**config.mk**
```make
export PLATFORM = sky130hd
export DESIGN_NAME = nrwl_step
export DESIGN_NICKNAME = d
export VERILOG_FILES = /design/src/design/nrwl_pkg.sv /design/src/design/nrwl_step.sv
export SDC_FILE = /design/constraint.sdc
export NUM_CORES = 1
export LEC_CHECK = 0
export BUFFER_PORTS_ARGS = -buffer_cell sky130_fd_sc_hd__buf_2
export CAP_MARGIN = 30
export CORE_ASPECT_RATIO = 0.75
export CORE_MARGIN = 1.5
export CORE_UTILIZATION = 25
export DETAILED_ROUTE_END_ITERATION = 16
export PLACE_DENSITY = 0.52
export SETUP_SLACK_MARGIN = 0.02
export SYNTH_ARGS = -nofsm -noshare
export SYNTH_HDL_FRONTEND = slang
export SYNTH_SLANG_ARGS = --single-unit
```
**constraint.sdc**
```tcl
create_clock -name vclk -period 3.01
set_clock_uncertainty 0.2 [all_clocks]
set_input_delay 0.602 -clock vclk [all_inputs]
set_output_delay 0.602 -clock vclk [all_outputs]
set_load 0.02 [all_outputs]
```
**src/design/nrwl_pkg.sv**
```systemverilog
// shared types and constants of the node reader-writer lock table
package nrwl_pkg;

	localparam int WORD_W      = 32;
	localparam int NODE_W      = 8;
	localparam int TID_W       = 5;
	// reader bit of a thread sits this far above bit 0
	localparam int READER_BASE = 2;
	// first thread whose reader bit no longer fits in a word
	localparam int TID_FIT     = WORD_W - READER_BASE;

	typedef enum logic [3:0] {
		CMD_RD_ACQ       = 4'd0,
		CMD_RD_REL       = 4'd1,
		CMD_WR_PEND      = 4'd2,
		CMD_WR_DONE      = 4'd3,
		CMD_WR_ABORT     = 4'd4,
		CMD_WR_REL       = 4'd5,
		CMD_WR_REL_IF3   = 4'd6,
		CMD_DEGRADE      = 4'd7,
		CMD_RRD_ACQ      = 4'd8,
		CMD_RRD_REL      = 4'd9,
		CMD_RWR_PEND     = 4'd10,
		CMD_RWR_TRYPEND  = 4'd11,
		CMD_RWR_DONE     = 4'd12,
		CMD_RWR_NOWAIT   = 4'd13,
		CMD_RWR_REL      = 4'd14,
		CMD_COMBINED_REL = 4'd15
	} cmd_e_t;

	localparam logic [WORD_W-1:0] INS_HELD    = 32'd1;
	localparam logic [WORD_W-1:0] INS_PENDING = 32'd2;
	localparam logic [WORD_W-1:0] INS_BOTH    = 32'd3;
	localparam logic [WORD_W-1:0] REM_PENDING = 32'd1;
	localparam logic [WORD_W-1:0] REM_HELD    = 32'd3;

	typedef struct packed {
		cmd_e_t            command;
		logic [NODE_W-1:0] node_index;
		logic [TID_W-1:0]  thread_id;
	} req_t;

	typedef struct packed {
		logic              granted;
		logic [WORD_W-1:0] insert_word_after;
		logic [WORD_W-1:0] remove_word_after;
	} rsp_t;

	// both lock words of one node as stored in the table
	typedef struct packed {
		logic [WORD_W-1:0] ins;
		logic [WORD_W-1:0] rem;
	} pair_t;

endpackage

```
**src/design/nrwl_step.sv**
```systemverilog
// lock word update for one command on one node
module nrwl_step (
	input  nrwl_pkg::cmd_e_t                 command,
	input  logic [nrwl_pkg::TID_W-1:0]       thread_id,
	input  logic                             tid_ok,
	input  nrwl_pkg::pair_t                  cur,
	output nrwl_pkg::rsp_t                   result
);

	logic [nrwl_pkg::WORD_W-1:0] rbit;
	logic [nrwl_pkg::WORD_W-1:0] ins;
	logic [nrwl_pkg::WORD_W-1:0] rem;
	logic                        ok;
	logic                        uses_rbit;

	assign rbit = tid_ok ? (nrwl_pkg::WORD_W'(1) <<
		({1'b0, thread_id} + 6'(nrwl_pkg::READER_BASE))) : '0;

	assign uses_rbit = command inside {nrwl_pkg::CMD_RD_ACQ, nrwl_pkg::CMD_RD_REL,
		nrwl_pkg::CMD_DEGRADE, nrwl_pkg::CMD_RRD_ACQ, nrwl_pkg::CMD_RRD_REL,
		nrwl_pkg::CMD_COMBINED_REL};

	always_comb begin
		ins = cur.ins;
		rem = cur.rem;
		ok  = 1'b1;
		if (uses_rbit && !tid_ok) begin
			ok = 1'b0;
		end else begin
			case (command)
				nrwl_pkg::CMD_RD_ACQ: begin
					if ((cur.ins & nrwl_pkg::INS_BOTH) == '0) ins = cur.ins | rbit;
					else ok = 1'b0;
				end
				nrwl_pkg::CMD_RD_REL: ins = cur.ins & ~rbit;
				nrwl_pkg::CMD_WR_PEND: begin
					if ((cur.ins & nrwl_pkg::INS_PENDING) != '0) ok = 1'b0;
					else ins = cur.ins | nrwl_pkg::INS_PENDING;
				end
				nrwl_pkg::CMD_WR_DONE: begin
					if (cur.ins == nrwl_pkg::INS_PENDING) ins = nrwl_pkg::INS_BOTH;
					else ok = 1'b0;
				end
				nrwl_pkg::CMD_WR_ABORT: ins = cur.ins & ~nrwl_pkg::INS_PENDING;
				nrwl_pkg::CMD_WR_REL: ins = cur.ins & ~nrwl_pkg::INS_BOTH;
				nrwl_pkg::CMD_WR_REL_IF3: begin
					if (cur.ins == nrwl_pkg::INS_BOTH) ins = '0;
					else ok = 1'b0;
				end
				nrwl_pkg::CMD_DEGRADE: ins = rbit | (cur.ins & ~nrwl_pkg::INS_BOTH);
				nrwl_pkg::CMD_RRD_ACQ: begin
					if ((cur.rem & nrwl_pkg::REM_PENDING) == '0) rem = cur.rem | rbit;
					else ok = 1'b0;
				end
				nrwl_pkg::CMD_RRD_REL: rem = cur.rem & ~rbit;
				nrwl_pkg::CMD_RWR_PEND: rem = cur.rem | nrwl_pkg::REM_PENDING;
				nrwl_pkg::CMD_RWR_TRYPEND: begin
					if ((cur.rem & nrwl_pkg::REM_PENDING) != '0) ok = 1'b0;
					else rem = cur.rem | nrwl_pkg::REM_PENDING;
				end
				nrwl_pkg::CMD_RWR_DONE: begin
					// on refusal pending is asserted again
					if (cur.rem == nrwl_pkg::REM_PENDING) begin
						rem = nrwl_pkg::REM_HELD;
					end else begin
						rem = cur.rem | nrwl_pkg::REM_PENDING;
						ok  = 1'b0;
					end
				end
				nrwl_pkg::CMD_RWR_NOWAIT: begin
					if (cur.rem == '0) rem = nrwl_pkg::REM_HELD;
					else ok = 1'b0;
				end
				nrwl_pkg::CMD_RWR_REL: begin
					if (cur.rem == nrwl_pkg::REM_HELD) rem = '0;
					else ok = 1'b0;
				end
				default: begin
					ins = cur.ins & ~nrwl_pkg::INS_BOTH;
					rem = cur.rem & ~rbit;
				end
			endcase
		end
	end

	assign result.granted           = ok;
	assign result.insert_word_after = ins;
	assign result.remove_word_after = rem;

endmodule

```
==> results of run 1 <==
-- path summary, 6_finish.rpt --
path / to / slack [ns] / depth (start not counted)
max: result[36] / -0.18 / 9
min: result[35] / 1.33 / 3
-- layer usage --
| layer | track usage (%) | up-vias | routed length, um |
|---|---|---|---|
| met5 | 0 | - | 0 |
| met1 | 35.8 | 1864 | 5630 |
| met4 | 2.72 | 0 | 161 |
| li1 | - | 1861 | - |
| met2 | 41.6 | 215 | 5760 |
| met3 | 2.67 | 20 | 1140 |
-- synth_stat cells, drive strengths merged, types with 3 or more instances --
cell type   n  area share, %
nor3b       3            1.0
nand2b      5            1.5
a21oi       5            1.2
nand3      24            5.6
clkbuf     21            3.7
inv         7            1.2
nand2      12            2.4
nor4       15            4.4
o21ai      69             16
nand4      18            5.5
a211o      27             11
a31oi       4            1.2
and3       30            8.7
o31ai       3            1.7
buf         9            2.7
nor2       40            7.0
o211ai      7            2.4
nor2b       5            1.5
and2       11            3.2
nor3        4           0.93
o311ai      4            1.6
a21o        3            1.0
a32o        3            1.4
-- logic make-up (layout without fill, tap and decap cells) --
group | count (synthesis) | after routing | synth area share [%]
buffers and inverters | 38 | 263 | 7.81
AOI/OAI and AO/OA | 142 | 143 | 45.0
adders and majority gates | 1 | 1 | 0.583
xor gates and xnor gates | 4 | 4 | 1.63
and+or+nand+nor | 175 | 175 | 44.9
-- timing repair --
action	4_1_cts	5_1_grt
buffers inserted	3	10
endpoints found under the setup margin	61	58
gates resized for setup	106	61
pin swaps	42	34
cloned	2	2
-- metrics by stage --
stage / std cells / util [%] / hold slack (ns)
floorplan: 360 / - / 1.16
global placement: 679 / 43.8 / 1.36
detailed placement: 679 / 43.8 / 1.36
CTS: 682 / 49.3 / 1.32
global route: 694 / 53.7 / 1.34
finish: 694 / 53.7 / 1.33
-- worst min-delay path, cell delays in order --
cell and delay (ns):
sky130_fd_sc_hd__buf_6 0.09, sky130_fd_sc_hd__a211o_4 0.12, sky130_fd_sc_hd__buf_6 0.11
-- power breakdown --
| part | switching (mW) | internal, mW | total (mW) |
|---|---|---|---|
| Sequential | 0 | 0 | 0 |
| Clock | 0 | 0 | 0 |
| Combinational | 0.353 | 0.321 | 0.674 |
-- cell type report --
type / instances / share of cell area, %
multi-input cells: 323 / 53.2
repair buffers: 255 / 43.1
well taps: 108 / 3.00
inverters: 8 / 0.667
==> impl.org, run 1 <==
** Placement
- Number of port buffers :: 139
- At the placement stage, the worst setup path has a slack of -0.351 ns.
- Once detailed placement completed, the half-perimeter wirelength came to 9260 um.
- The congestion estimate from routability-driven global placement came to 0.939.
- Post-detailed-placement cell area :: 0.00367 mm^2

** Timing
- Total negative slack for setup checks :: -3.85 ns
- Final slew viol count :: 0
- Final min period :: 3.19 ns
- In the finished design, the share of the clock period the worst path needs comes to 106%.
- For the pin with the worst max-slew slack, the measured transition is 0.453 ns.
- Hold Vio Cnt, Final :: 0
- Headroom to the max-slew limit :: 69.6%
- Maximum clock frequency :: 313 MHz
- Count of endpoints failing setup in the final report :: 31
- Minimum setup slack in the final design :: -0.183 ns
- Unrepaired setup endpoints after global routing :: true

** Finish
- Number of clock buffers in the layout :: 0
- Most used cells in the layout excluding fill and tap cells :: 111 x sky130_fd_sc_hd__buf_4, 94 x sky130_fd_sc_hd__buf_2, 55 x sky130_fd_sc_hd__o21ai_0, 41 x sky130_fd_sc_hd__buf_6, 38 x sky130_fd_sc_hd__nor2_1
- From synthesis to final layout, the design area changed by 110%.
- There are 0 flip-flops and latches.
- The finished cells cover 0.00450 mm^2.
- Most common library cell in the layout ignoring fill and taps :: sky130_fd_sc_hd__buf_4
- At the end of the flow, the number of nets in the layout was 663.
- The layout has 800 filler cells.
- Summing all flip-flop and latch instances after layout gives 0 um^2.
- The number of antenna diodes in the final layout is 0.
- Share of layout cells above drive strength 1 :: 53.9%
- Multi-input gate area :: 0.00240 mm^2

** Die
- FP Rows :: 29
- Starting density of the core :: 25.6%
- From left edge to right edge, the die measures 110 um.
- The floorplan step set the die height to 83.3 um.
- In this run the count of I/O pins placed on the die edge is 139.
- The die covers 0.00916 mm^2.
- Core Area :: 0.00838 mm^2

** Run status
- Violations in the final reports :: negative setup slack
- The flow ran to the end, but the final reports show violations.

** Critical path
- Largest fanout of any net on the critical path :: 7
- By startpoint and endpoint, the worst setup path is classified as in2out.
- Among all stages on the critical path, the largest delay is contributed by sky130_fd_sc_hd__o31ai_4.
- In this run the worst setup path begins at cur[36].
- WP buf/inv :: 4
- Stage delay of the slowest cell on the critical path :: 0.34 ns
- STA classifies the critical path endpoint as an output port.
- Kind of cell adding the most delay to the critical path :: compound AO/OA/AOI/OAI gates
- Crit start category :: input port
- Walking the worst path, the cells encountered are buf_8, nor4_4, buf_4, nand4_4, o31ai_4, nand2_4, buf_12, a211o_4, buf_6.
- At the worst endpoint, the required time is 2.21 ns.
- STA puts the critical path data arrival time at 2.39 ns.

** Drt
- After detailed routing, the total wire length is 12700 um.
- After detailed routing, the average wire length per cell comes to 18.3 um.
- In this run, the number of DRC markers left after iteration 0 of detailed routing was 376.
- Routed via count :: 3960
- Post-detailed-route count of antenna-violating nets :: 0
- For this run, the detailed router's first-pass iteration total came to 5.
- Total DRC errors in the routed layout :: 0
- Via density per instance :: 5.71

** GRT
- Wire length of the first global-routing pass :: 18700 um
- The number of antenna violations at the first check in global routing came to 0.
- GRT Residual Overflow :: 0
- Global routing used 25.1% of the available tracks across all layers.
- Number of global-route vias before repair :: 3763
- Entering global routing, the biggest net connects 31 pins.

** Pwr
- The worst-case IR drop observed on VDD is 0.0742 mV.
- In this run the power density over the cells is 150 mW/mm^2.
- For this design the static power due to leakage is 2.07 nW.
- After layout, the design draws a total of 0.674 mW.

** Logic synthesis
- A synthesized cell averages 5.96 um^2.
- Sequential element share of the synthesized area :: 0%
- Gate count after technology mapping :: 360
- The synthesized netlist contains 55 unique library cells.
- The cell area that synthesis handed to floorplanning was 0.00215 mm^2.
- Number of warning messages in the yosys log :: 0
- The number of nets in the synthesized netlist is 435.

** Clock tree
- Hold repair after CTS inserted 0 buffers.

** Job
- Maxcap violations :: 0

** Worst hold path
- Type of the most critical hold path :: in2out
- Startpoint of the lowest-slack hold path :: cur[35]
Power figures use the tool's default switching activity.
==> inputs of run 2 (changes only) <==
--- a/constraint.sdc
+++ b/constraint.sdc
@@ -4,2 +4,2 @@
 set_output_delay 0.602 -clock vclk [all_outputs]
-set_load 0.02 [all_outputs]
+set_load 0.05 [all_outputs]
==> impl.org, run 2 (same netlist as run 1, synthesis figures left out) <==
** Critical path
- Crit start category :: input port
- Class of the most critical setup path :: in2out
- Slowest cell on the critical path :: sky130_fd_sc_hd__nor4b_2
- Largest fanout of any net on the critical path :: 4 (-3)
- Data required time at the worst endpoint :: 2.21 ns (about the same)
- Critical path cell sequence :: buf_2, nor4b_2, nand4_4, o31ai_4, nand2_4, buf_6, a221o_2, buf_8
- STA classifies the critical path endpoint as an output port.
- Stage delay of the slowest cell on the critical path :: 0.42 ns (+0.08 ns)
- Arrival time worst endpoint :: 2.42 ns (+0.03 ns)

** Pwr
- LEAKAGE :: 2.26 nW (+8.7%)
- Power density over cell area :: 177 mW/mm^2 (+18%)
- Highest ir drop seen on vdd :: 0.110 mV (+49%)

** Timing
- Final slew viol count :: 0 (unchanged)
- The final setup violation count came to 30 (-3.2%).
- Share of the clock period used by the worst path after layout :: 107% (+0.96 points)
- The final worst slack came to -0.212 ns (-0.0289 ns).
- The fmax was 310 MHz (-0.90%).
- Total negative slack for setup checks :: -5.11 ns (-1.25 ns)
- Hold Vio Cnt, Final :: 0 (unchanged)
- The final critical-path required period came to 3.22 ns (+0.0289 ns).
- The actual transition at the worst max-transition pin came to 0.481 ns (+0.0279 ns).
- Setup repair after global routing could not meet its margin everywhere.
- The normalized max-slew margin is 67.8% (-1.9 points).

** Placement
- GP Congestion :: 0.944 (+0.54%)
- Worst slack at placement :: -0.439 ns (-0.0876 ns)
- The number of buffers added on ports came to 139 (unchanged).
- The half-perimeter wire length after placement came to 9140 um (-1.3%).

** Run status
- The run finished, with violations left.
- Violations in the final reports :: negative setup slack

** Clock tree
- The number of buffers inserted by hold repair at cts came to 0 (unchanged).

** Worst hold path
- Startpoint of the lowest-slack hold path :: cur[29]
- The hold-critical path depth came to 4 (+1).
- Hold Crit Endpoint :: result[29]
- Type of the most critical hold path :: in2out

** Drt
- Post-detailed-route count of antenna-violating nets :: 0 (unchanged)
- Wire length per cell after detailed routing :: 18.0 um (-1.8%)
- The number of remaining DRC errors came to 0 (unchanged).
- The number of detailed-routing iterations run before antenna repair was 5 (unchanged).
- Wire length after detailed routing :: 12800 um (+0.76%)
- Via density per instance :: 5.73 (+0.43%)
- The iteration-0 DRC count of the detailed router was 327 (-13%).
- Routed via count :: 4080 (+3.0%)

** Finish
- Area Overhead vs Synth :: 127%
- Most used cells in the layout excluding fill and tap cells :: 126 x sky130_fd_sc_hd__buf_4, 71 x sky130_fd_sc_hd__buf_2, 59 x sky130_fd_sc_hd__buf_6, 38 x sky130_fd_sc_hd__nor2_1, 34 x sky130_fd_sc_hd__o21ai_1
- Number of clock buffers in the layout :: 0 (unchanged)
- The area of all sequential standard cells came to 0 um^2 (unchanged).
- Most common library cell in the layout ignoring fill and taps :: sky130_fd_sc_hd__buf_4
- The final core utilization came to 58.0% (+4.3 points).
- The share of final-layout standard cells stronger than drive strength 1 is 60.1% (+6.2 points).
- The total number of nets in the final design was 681 (+2.7%).
- Sequential cell count :: 0 (unchanged)
- The number of diodes added for antenna fixing was 0 (unchanged).

** Die
- The core outline area is 0.00838 mm^2 (unchanged).
- The floorplan die height is 83.3 um (unchanged).
- Die area :: 0.00916 mm^2 (unchanged)
- The die extent in x is 110 um (unchanged).
- Number of top-level pins :: 139 (unchanged)
- The initial core utilization is 25.6% (unchanged).
- FP Rows :: 29 (unchanged)

** GRT
- The total overflow reported by the global router is 0 (unchanged).
- Number of global-route vias before repair :: 3662 (-2.7%)
- Largest net degree at the start of global routing :: 31 (unchanged)
- The number of antenna violations at the first check in global routing is 0 (unchanged).
- Wire length of the first global-routing pass :: 18400 um (-1.8%)
- The global-route usage over all layers is 24.7% (-0.43 points).

** Job
- The reported max-cap violation count came to 0 (unchanged).
==> run 2: final cells by class <==
type | count | area (um^2)
tap | 108 | 135
fill | 759 | 3520
multi-input combinational | 322 | 2400
timing repair buffer | 274 | 2300
inverter | 8 | 30.0
==> run 2: repair_timing <==
| item | 4_1_cts | 5_1_grt |
|---|---|---|
| gates cloned | 0 | 5 |
| setup endpoints to repair | 65 | 65 |
| pin swaps | 18 | 27 |
| resized for setup | 136 | 133 |
| buffers inserted | 1 | 8 |
==> run 2: worst max-delay path: cells and delay by family <==
kind,cells,cell delay (ns)
buf+inv,3,0.41
compound gates,2,0.70
simple gates,3,0.72
==> run 2: power breakdown <==
| part | internal, mW | switching [mW] |
|---|---|---|
| Combinational | 0.360 | 0.502 |
| Clock | 0 | 0 |
| Sequential | 0 | 0 |
==> run 2: worst max-delay path by stage <==
stage                     from         end  slack [ns]  cells after the start
finish                 cur[62]  result[48]       -0.21                      8
global route           cur[35]  result[48]       -0.26                      8
CTS                    cur[57]  result[36]       -0.20                      9
detailed placement     cur[34]  result[36]       -0.44                      9
global placement       cur[34]  result[36]       -0.40                      9
floorplan           command[0]  result[46]       -0.23                      6
==> run 2: metal layers <==
metal / up-vias / GRT usage (%) / share of wire (%)
met2: 224 / 39.4 / 46
met3: 10 / 2.12 / 8.6
met4: 0 / 2.72 / 0.77
met5: - / 0 / 0
met1: 1942 / 36.7 / 44
li1: 1904 / - / -
==> run 2: through the flow <==
step	std cells	cell area, um^2	total power, mW	hold slack, ns
detailed placement	699	3870	0.688	1.42
global placement	699	3870	0.686	1.42
floorplan	360	2220	0.421	1.26
CTS	700	4330	0.776	1.40
global route	712	4860	0.900	1.39
finish	712	4860	0.862	1.38
==> inputs of run 3 (changes only) <==
ABC_AREA = 1   (was not set)
PLACE_DENSITY = 0.5   (was 0.52)
==> impl.org, run 3 <==
** Run status
- Status :: completed

** Finish
- Number of standard cells in the layout, taps in and fillers out :: 883 (+24%)
- Layout Utilization :: 48.3% (-9.7 points)
- The total number of nets in the final design was 827 (+21%).
- In the layout the commonest cells are 161 x sky130_fd_sc_hd__nand2_1, 76 x sky130_fd_sc_hd__buf_2, 74 x sky130_fd_sc_hd__inv_1, 62 x sky130_fd_sc_hd__nand3_1, 57 x sky130_fd_sc_hd__nor2_1.
- The count of clock buffers in the final design was 0 (unchanged).
- Multi-input gate area :: 0.00233 mm^2 (-3.1%)
- The final instance area was 0.00463 mm^2 (-4.9%).
- Area Overhead vs Synth :: 89.3%
- The area of all sequential standard cells was 0 um^2 (unchanged).
- The layout filler cell count came to 1049 (+38%).
- The share of final-layout standard cells stronger than drive strength 1 came to 42.4% (-18 points).
- Most common library cell in the layout ignoring fill and taps :: sky130_fd_sc_hd__nand2_1
- Sequential cell count :: 0 (unchanged)

** Job
- The reported max-cap violation count is 0 (unchanged).

** Drt
- Number of violations reported at the end of detailed-routing iteration 0 :: 498 (+52%)
- Total DRC errors in the routed layout :: 0 (unchanged)
- The number of detailed-routing iterations run before antenna repair came to 5 (unchanged).
- Wire length after detailed routing :: 12500 um (-2.5%)
- Via density per instance :: 4.86 (-15%)
- The routed via count was 4295 (+5.3%).
- Post-detailed-route count of antenna-violating nets :: 0 (unchanged)
- Wire length per cell after detailed routing :: 14.1 um (-21%)

** Logic synthesis
- After synthesis, the most frequently instantiated cells are 182 x sky130_fd_sc_hd__nand2_1, 109 x sky130_fd_sc_hd__nor2_1, 82 x sky130_fd_sc_hd__inv_1.
- By area the synthesized netlist is led by sky130_fd_sc_hd__nand2_1 28%, sky130_fd_sc_hd__nor2_1 17%, sky130_fd_sc_hd__nand3_1 14%.
- Library cell with the highest instance count after synthesis :: sky130_fd_sc_hd__nand2_1
- Number of warning messages in the yosys log :: 0 (unchanged)
- The net count after synthesis came to 643 (+48%).
- The total standard cell area after synthesis came to 0.00244 mm^2 (+14%).
- Mapped Avg Cell Area :: 4.30 um^2 (-28%)
- The count of unique library cells instantiated by Yosys is 27 (-51%).
- Gate count after technology mapping :: 568 (+58%)
- Sequential element share of the synthesized area :: 0% (unchanged)
- The synthesized design spends more area on one cell type than any other, namely sky130_fd_sc_hd__nand2_1.
- Post-synth top area share :: 28.0% (+13 points)

** Timing
- The final worst slack was 0.0101 ns (+0.222 ns).
- The actual transition at the worst max-transition pin is 0.261 ns (-0.220 ns).
- Unrepaired setup endpoints after global routing :: true
- The final cycle utilization of the critical path is 99.7% (-7.4 points).
- Headroom to the max-slew limit :: 82.5% (+15 points)
- Final slew viol count :: 0 (unchanged)
- Maximum clock frequency :: 333 MHz (+7.4%)
- The final setup violation count is 0 (-100%).
- Final min period :: 3.00 ns (-0.222 ns)
- Hold Vio Cnt, Final :: 0 (unchanged)

** GRT
- GR Util All Layers :: 20.2% (-4.5 points)
- Wire length of the first global-routing pass :: 16700 um (-8.9%)
- The maximum number of pins on one net before global-route repair is 31 (unchanged).
- Number of antenna violations at the first check in global routing :: 1 (+1)
- The total overflow reported by the global router was 0 (unchanged).
- The via count of the first global-routing pass is 3531 (-3.6%).

** Pwr
- Switching portion of total power :: 62.5% (+4.3 points)
- Power density over cell area :: 193 mW/mm^2 (+8.8%)
- Highest ir drop seen on vdd :: 0.0892 mV (-19%)
- The combinational share of power is 100.0% (about the same).
- The net switching power figure came to 0.557 mW (+11%).
- Internal :: 0.334 mW (-7.2%)
- The sequential share of power was 0% (unchanged).
- Share of power burned in the clock network :: 0% (unchanged)
- LEAKAGE :: 2.32 nW (+2.7%)

** Die
- Number of top-level pins :: 139 (unchanged)
- Starting density of the core :: 25.5% (-0.11 points)
- Die area :: 0.0104 mm^2 (+13%)
- FP Rows :: 31 (+6.9%)
- The die extent in x came to 117 um (+6.5%).
- Die span in y :: 88.6 um (+6.4%)
- Core Area :: 0.00958 mm^2 (+14%)

** Critical path
- The worst setup path is launched from an input port.
- The most numerous cell type found on the critical path is sky130_fd_sc_hd__nand2_2.
- The required time reported for the critical path endpoint is 2.21 ns (about the same).
- The worst setup path is captured at an output port.
- WP buf/inv :: 4 (+1)
- Stage delay of the slowest cell on the critical path :: 0.25 ns (-0.17 ns)
- The critical path is of the in2out type.
- Slowest cell on the critical path :: sky130_fd_sc_hd__nand4_1
- Arrival time worst endpoint :: 2.20 ns (-0.22 ns)
- Kind of cell adding the most delay to the critical path :: simple AND/OR/NAND/NOR gates
- The maximum fanout encountered on the critical timing path is 8 (+4).
- Critical path cell sequence :: buf_2, nor2_2, nand4_1, nor2_1, nand2_2, a21boi_4, buf_12, clkbuf_16, nand3_1, nand2_1, nand2_2, buf_6

** Clock tree
- Number of hold-repair buffers added at the cts stage :: 0 (unchanged)

** Placement
- Number of port buffers :: 139 (unchanged)
- Sum of net half-perimeters after detailed placement :: 9170 um (+0.35%)
- The routability congestion estimate came to 0.969 (+2.6%).
- The post-placement worst setup slack was -0.0704 ns (+0.369 ns).
- Total placed cells including tap cells :: 858 (+23%)
- The cell area after placement is 0.00363 mm^2 (-6.1%).

** Worst hold path
- The path class of the tightest hold or removal check is in2out.
## run 3: cell types whose count changed in the layout (fill, tap and decap cells not counted), moves of 22 or more
cell / before / now
sky130_fd_sc_hd__nand2_1: 10 / 161
sky130_fd_sc_hd__buf_4: 126 / 55
sky130_fd_sc_hd__inv_1: 6 / 74
sky130_fd_sc_hd__nand3_1: 17 / 62
sky130_fd_sc_hd__nor2_2: 1 / 44
sky130_fd_sc_hd__o21ai_1: 34 / 5
sky130_fd_sc_hd__and3_1: 28 / 0
sky130_fd_sc_hd__o21ai_2: 26 / 1
sky130_fd_sc_hd__a211o_1: 22 / 0
## run 3: logic make-up after synthesis
kind of cell / after synthesis / share of synthesized area (%)
fa+ha+maj: 1 / 0.512
simple gates: 393 / 67.5
buf+inv: 114 / 18.9
compound gates: 60 / 13.1
## run 3: per-layer routing
metal	wire length [um]	GRT usage [%]
met2	5450	32.3
met1	5550	29.0
met5	0	0
met3	1230	1.99
met4	219	5.59
## run 3: through the flow
stage / hold WS (ns) / setup TNS (ns) / power [mW]
floorplan: 1.23 / 0 / 0.461
global placement: 1.40 / -0.378 / 0.686
detailed placement: 1.40 / -0.729 / 0.688
CTS: 1.38 / 0 / 0.708
global route: 1.35 / -0.836 / 0.942
finish: 1.33 / 0 / 0.892
## run 3: power groups by stage
stage / sequential [mW] / clock [mW] / combinational (mW)
finish: 0 / 0.0000000444 / 0.892
global route: 0 / 0.0000000444 / 0.942
CTS: 0 / 0 / 0.708
detailed placement: 0 / 0 / 0.688
global placement: 0 / 0 / 0.686
floorplan: 0 / 0 / 0.461
## run 3: layout make-up
cell class | count | share of cell area (%)
inverter | 89 | 7.36
tap | 132 | 3.57
multi-input combinational | 454 | 50.3
timing repair buffer | 206 | 38.5
timing repair inverter | 1 | 0.162
antenna | 1 | 0.0541
## run 3: what timing repair did
action / in CTS / in global routing
resized for setup: 25 / 237
cloned: 2 / 9
setup buffers: 1 / 13
pin swaps: 4 / 31
endpoints found under the setup margin: 34 / 65
## run 3: worst paths after layout
| check | from | end | slack, ns | depth (start not counted) |
|---|---|---|---|---|
| worst max-delay path | cur[43] | result[35] | 0.01 | 12 |
| worst min-delay path | cur[45] | result[45] | 1.33 | 4 |
